--- src/rtl/core/ffa_pkg.sv ---
`timescale 1ns / 1ps

package ffa_pkg;

    localparam int OFS_W           = 32;
    localparam int PAD_W           = 8;
    localparam int ALIGN_W         = 9;
    localparam int MIN_ALIGN       = 4;
    localparam int FREE_SLOTS_DEF  = 64;
    localparam int ALLOC_SLOTS_DEF = 64;
    localparam int PADDR_W         = 3;

    typedef enum logic [1:0] {
        OP_ALLOC = 2'd0,
        OP_FREE  = 2'd1,
        OP_CHECK = 2'd2,
        OP_CLEAR = 2'd3
    } t_opcode;

    typedef enum logic [2:0] {
        ST_OK         = 3'd0,
        ST_NO_MEMORY  = 3'd1,
        ST_BAD_ALIGN  = 3'd2,
        ST_UNKNOWN    = 3'd3,
        ST_ALLOC_FULL = 3'd4,
        ST_FREE_FULL  = 3'd5
    } t_status;

    typedef enum logic [0:0] {
        REG_BASE  = 1'b0,
        REG_BYTES = 1'b1
    } t_reg;

    typedef struct packed {
        logic [OFS_W-1:0] base;
        logic [OFS_W-1:0] bytes;
    } t_cfg;

    typedef struct packed {
        logic [OFS_W-1:0] start;
        logic [OFS_W-1:0] len;
    } t_free;

    typedef struct packed {
        logic [OFS_W-1:0] addr;
        logic [OFS_W-1:0] len;
        logic [PAD_W-1:0] pad;
    } t_alloc;

endpackage

--- src/rtl/core/ffa_apb.sv ---
`timescale 1ns / 1ps

module ffa_apb (
    input  logic                         i_clk,
    input  logic                         i_rst_n,
    input  logic                         psel,
    input  logic                         penable,
    input  logic                         pwrite,
    input  logic [ffa_pkg::PADDR_W-1:0]  paddr,
    input  logic [31:0]                  pwdata,
    output logic [31:0]                  prdata,
    output logic                         pready,
    output ffa_pkg::t_cfg                o_cfg
);
    import ffa_pkg::*;

    logic [OFS_W-1:0] r_base;
    logic [OFS_W-1:0] r_bytes;
    logic             wr_en;
    t_reg             sel;

    assign sel    = t_reg'(paddr[2]);
    assign wr_en  = psel & penable & pwrite;
    assign pready = 1'b1;

    always_ff @(posedge i_clk) begin
        if (!i_rst_n) begin
            r_base  <= '0;
            r_bytes <= '0;
        end else if (wr_en) begin
            case (sel)
                REG_BASE:  r_base  <= pwdata;
                REG_BYTES: r_bytes <= pwdata;
                default:   r_base  <= r_base;
            endcase
        end
    end

    always_comb begin
        case (sel)
            REG_BASE:  prdata = r_base;
            REG_BYTES: prdata = r_bytes;
            default:   prdata = '0;
        endcase
    end

    assign o_cfg.base  = r_base;
    assign o_cfg.bytes = r_bytes;

endmodule

--- config.mk ---
export PLATFORM = sky130hd
export DESIGN_NAME = ffa_apb
export DESIGN_NICKNAME = d
export VERILOG_FILES = /design/src/rtl/core/ffa_pkg.sv /design/src/rtl/core/ffa_apb.sv
export SDC_FILE = /design/constraint.sdc
export NUM_CORES = 1
export LEC_CHECK = 0
export ABC_AREA = 1
export BUFFER_PORTS_ARGS = -buffer_cell sky130_fd_sc_hd__clkbuf_2
export CAP_MARGIN = 10
export CORE_AREA = 2 2 84 86
export DETAILED_ROUTE_END_ITERATION = 12
export DIE_AREA = 0 0 86 88
export PLACE_DENSITY = 0.88
export SETUP_SLACK_MARGIN = 0.5
export SKIP_CTS_REPAIR_TIMING = 1
export SLEW_MARGIN = 20
export SYNTH_ARGS = -nofsm -noshare
export SYNTH_HDL_FRONTEND = slang
export SYNTH_SLANG_ARGS = --single-unit
--- constraint.sdc ---
create_clock -name i_clk -period 0.8 [get_ports i_clk]
set_input_delay 0 -clock i_clk [delete_from_list [all_inputs] [get_ports i_clk]]
set_output_delay 0 -clock i_clk [all_outputs]
set_load 0.1 [all_outputs]
==> impl_metrics.yaml, run 1 <==
outcome:
  first-error: "[ERROR DPL-0033] detailed placement checks failed during check placement."
  status: "stopped before the end"
  lastStage: "detailed placement (3_5_place_dp)"
yosys:
  synth-seq-cells: 64
  synth.yosys.seq_area_share_pct: 41.6
  synthFlopType: "dfxtp_1"
  syn_inst: 490
  ys_types: 14
  syn_area_mm2: 0.00308
  synth_edf_count: 0
  synth.top_cells.by_count: "nand2_1, nor2_1, dfxtp_1, nand3_1, inv_1"
  async_reset_ff_share_pct: 0
  yosys.area.top_type: "dfxtp_1"
  yosysWarnings: 0
  postSynthAreaPerCell_um2: 6.28
  yosysMostFrequentCell: "nand2_1"
  synth_nets: 530
  synth_area_leaders: "dfxtp_1, nand2_1, nor2_1"
  synth_top_area_share_pct: 41.6
floorplanning:
  io_pins: 137
  rows: 30
  die_h_um: 88
  die_w_um: 86
  start_util_pct: 46.3
placed_design:
  hpwl_um: 14600
  portBuffers: 133
  place_congestion: 0.813
## per-stage QoR
| stage | hold slack, ps | setup TNS (ps) | std cells |
|---|---|---|---|
| global placement | 324 | -1100 | 690 |
| floorplan | 179 | -461 | 490 |
## logic make-up after synthesis
group / Yosys count / share of synthesized area, %
other: 1 / 0.122
AND/OR/NAND/NOR: 357 / 47.1
flip-flops: 64 / 41.6
buffers and inverters: 68 / 11.2
==> inputs of run 2 (changes only) <==
--- a/config.mk
+++ b/config.mk
@@ -8,11 +8,10 @@
 export ABC_AREA = 1
 export BUFFER_PORTS_ARGS = -buffer_cell sky130_fd_sc_hd__clkbuf_2
 export CAP_MARGIN = 10
-export CORE_AREA = 2 2 84 86
+export CORE_AREA = 2 2 97 99
 export DETAILED_ROUTE_END_ITERATION = 12
-export DIE_AREA = 0 0 86 88
-export PLACE_DENSITY = 0.88
-export SETUP_SLACK_MARGIN = 0.5
+export DIE_AREA = 0 0 99 101
+export PLACE_DENSITY_LB_ADDON = 0.15
 export SKIP_CTS_REPAIR_TIMING = 1
 export SLEW_MARGIN = 20
 export SYNTH_ARGS = -nofsm -noshare
==> run 2 against run 1 <==
Effect of this change:
- the flow now finishes, with violations (hold timing, setup timing)
- area after synthesis stayed put
- synthesized cell count unchanged
==> impl_metrics.yaml, run 2 <==
outcome:
  status: "finished, violations left"
  violations: "hold timing, setup timing"
routing:
  drt_first_pass_iters: 4
  route.detailed.drc: 0
  drt-vias-per-instance: 4.78
  ant_nets: 0
  num_vias: 3708
  wl_per_cell_um: 14.7
  wirelength_um: 11400
  first_iter_violations: 47
placed_design:
  place_congestion: 0.781
  place_inst: 723
  placed_area_mm2: 0.00671
  hpwl_um: 8010
  portBuffers: 133
clocking:
  cts_root_buf: "clkbuf_8"
  clkLatencyLatePin_ps: 330
  cts_max_level: 3
  clk_pin_slew_worst_paths_ps: 80
  numCtsBuffers: 9
  cts_tree: "yes"
  cts_buffer_depth: 2
  cts_sinks: 64
finish:
  utilization_pct: 81.8
  diodes: 0
  fin_cells: 776
  multi_input_area_mm2: 0.00246
  design_area_mm2: 0.00735
  drive_gt1_share_pct: 55.8
  final_cell_mix: "nor2_1, buf_12, nand2_1"
  nFillCells: 517
  final-seq-area_mm2: 0.00152
  top_regs: "r_base x32, r_bytes x32"
  syn_to_final_growth_pct: 139
  nets: 700
  final_common_cell: "nor2_1"
setup_path:
  crit_type: "reg -> out"
  critical_path.max_fanout: 3
  worstPathRequired_ps: 800
  cp-end-kind: "output pin"
  worst_ep_arrival_time_ps: 1040
  startpoint_type: "register"
sta:
  skew_ps: 0
  whs_ps: -12.9
  period_needed_ps: 1040
  fin_crit_sh_pct: 130
  layout_setup_ws_ps: -239
  setup_viol: 96
  finalHoldViolations: 9
  fmax_mhz: 963
  slew_viol_final: 0
  rsz0062_at_grt: "yes"
power:
  seqPwrFrac_pct: 35.9
  internal_power_w: 0.00585
  p_clk_share_pct: 27.8
  p_leak_nw: 3.52
  switchingPower_w: 0.00350
  power.total_w: 0.00935
  powerDensity_mw_per_mm2: 1270
  comb_power_share_pct: 36.3
  ir_drop_mv: 0.843
  swShare_pct: 37.4
yosys:
  synthFlopType: "dfxtp_1"
  syn_area_mm2: 0.00308
  synth_edf_count: 0
  synth_nets: 530
  synth_area_leaders: "dfxtp_1, nand2_1, nor2_1"
  yosysWarnings: 0
  async_reset_ff_share_pct: 0
  synth.top_cells.by_count: "nand2_1, nor2_1, dfxtp_1, nand3_1, inv_1"
  syn_inst: 490
  ys_types: 14
  yosys.area.top_type: "dfxtp_1"
  synth_top_area_share_pct: 41.6
  yosysMostFrequentCell: "nand2_1"
  synth.yosys.seq_area_share_pct: 41.6
  synth-seq-cells: 64
  postSynthAreaPerCell_um2: 6.28
floorplanning:
  start_util_pct: 34.3
  rows: 35
  die_w_um: 99
  die-area_mm2: 0.0100
  io_pins: 137
  fp.coreArea_mm2: 0.00898
  die_h_um: 101
global_route:
  overflow: 0
  grt_pass1_vias: 3610
  antenna_found_initial: 0
  grt_max_degree: 33
  grt_pass1_wl_um: 17100
  grt_usage_pct: 21.4
hold_path:
  worst_hold_path_type: "in -> reg"
run:
  cap_violations: 0
[run 2: cell counts after synthesis]
No cell type changed its count.
[run 2: worst paths after layout]
check	to	startpoint	cells past startpoint	slack [ps]
min reg2reg	r_bytes[28]	r_bytes[28]	2	520
max	prdata[12]	r_bytes[12]	3	-240
min	r_bytes[23]	pwdata[23]	5	-10
max reg2reg	r_base[13]	r_base[13]	3	50
[run 2: worst max-delay path: stages, from the launching register on]
cell	delay [ps]
dfxtp_4	390
nand2_4	70
nand2_8	70
buf_12	170
[run 2: power groups by stage]
stage / logic (W) / registers (W) / clock network [W]
detailed placement: 0.00321 / 0.00345 / 0
floorplan: 0.00132 / 0.00418 / 0
global route: 0.00354 / 0.00337 / 0.00284
CTS: 0.00321 / 0.00338 / 0.00264
global placement: 0.00316 / 0.00344 / 0
finish: 0.00340 / 0.00335 / 0.00260
[run 2: through the flow]
step / TNS, ps / setup slack (ps) / hold WS (ps)
3_5_place_dp: -4810 / -103 / 330
5_1_grt: -18370 / -274 / 2.69
4_1_cts: -14380 / -257 / -27.4
3_3_place_gp: -2730 / -43.0 / 322
2_1_floorplan: -461 / -14.5 / 179
6_report: -15260 / -239 / -12.9
[run 2: layer usage]
metal  share of wire [%]  global-route usage [%]  vias up
met3                 5.4                    4.92       18
met5                   0                       0        -
li1                    -                       -     1832
met4                 1.9                    8.22        0
met2                  56                    39.9      105
met1                  37                    23.3     1753
[run 2: layout make-up]
type                            instances  share of cell area [%]
Tap cell                              111                    1.89
Timing Repair Buffer                  193                    39.7
Inverter                               34                    1.77
Clock buffer                           11                    1.79
Clock inverter                          5                   0.647
Multi-Input combinational cell        358                    33.5
Sequential cell                        64                    20.7
[run 2: cell families after synthesis]
kind of cell           count (synthesis)  synth area share, %
and+or+nand+nor                      357                 47.1
buffers and inverters                 68                 11.2
DFF                                   64                 41.6
other                                  1                0.122
Power figures use the tool's default switching activity.
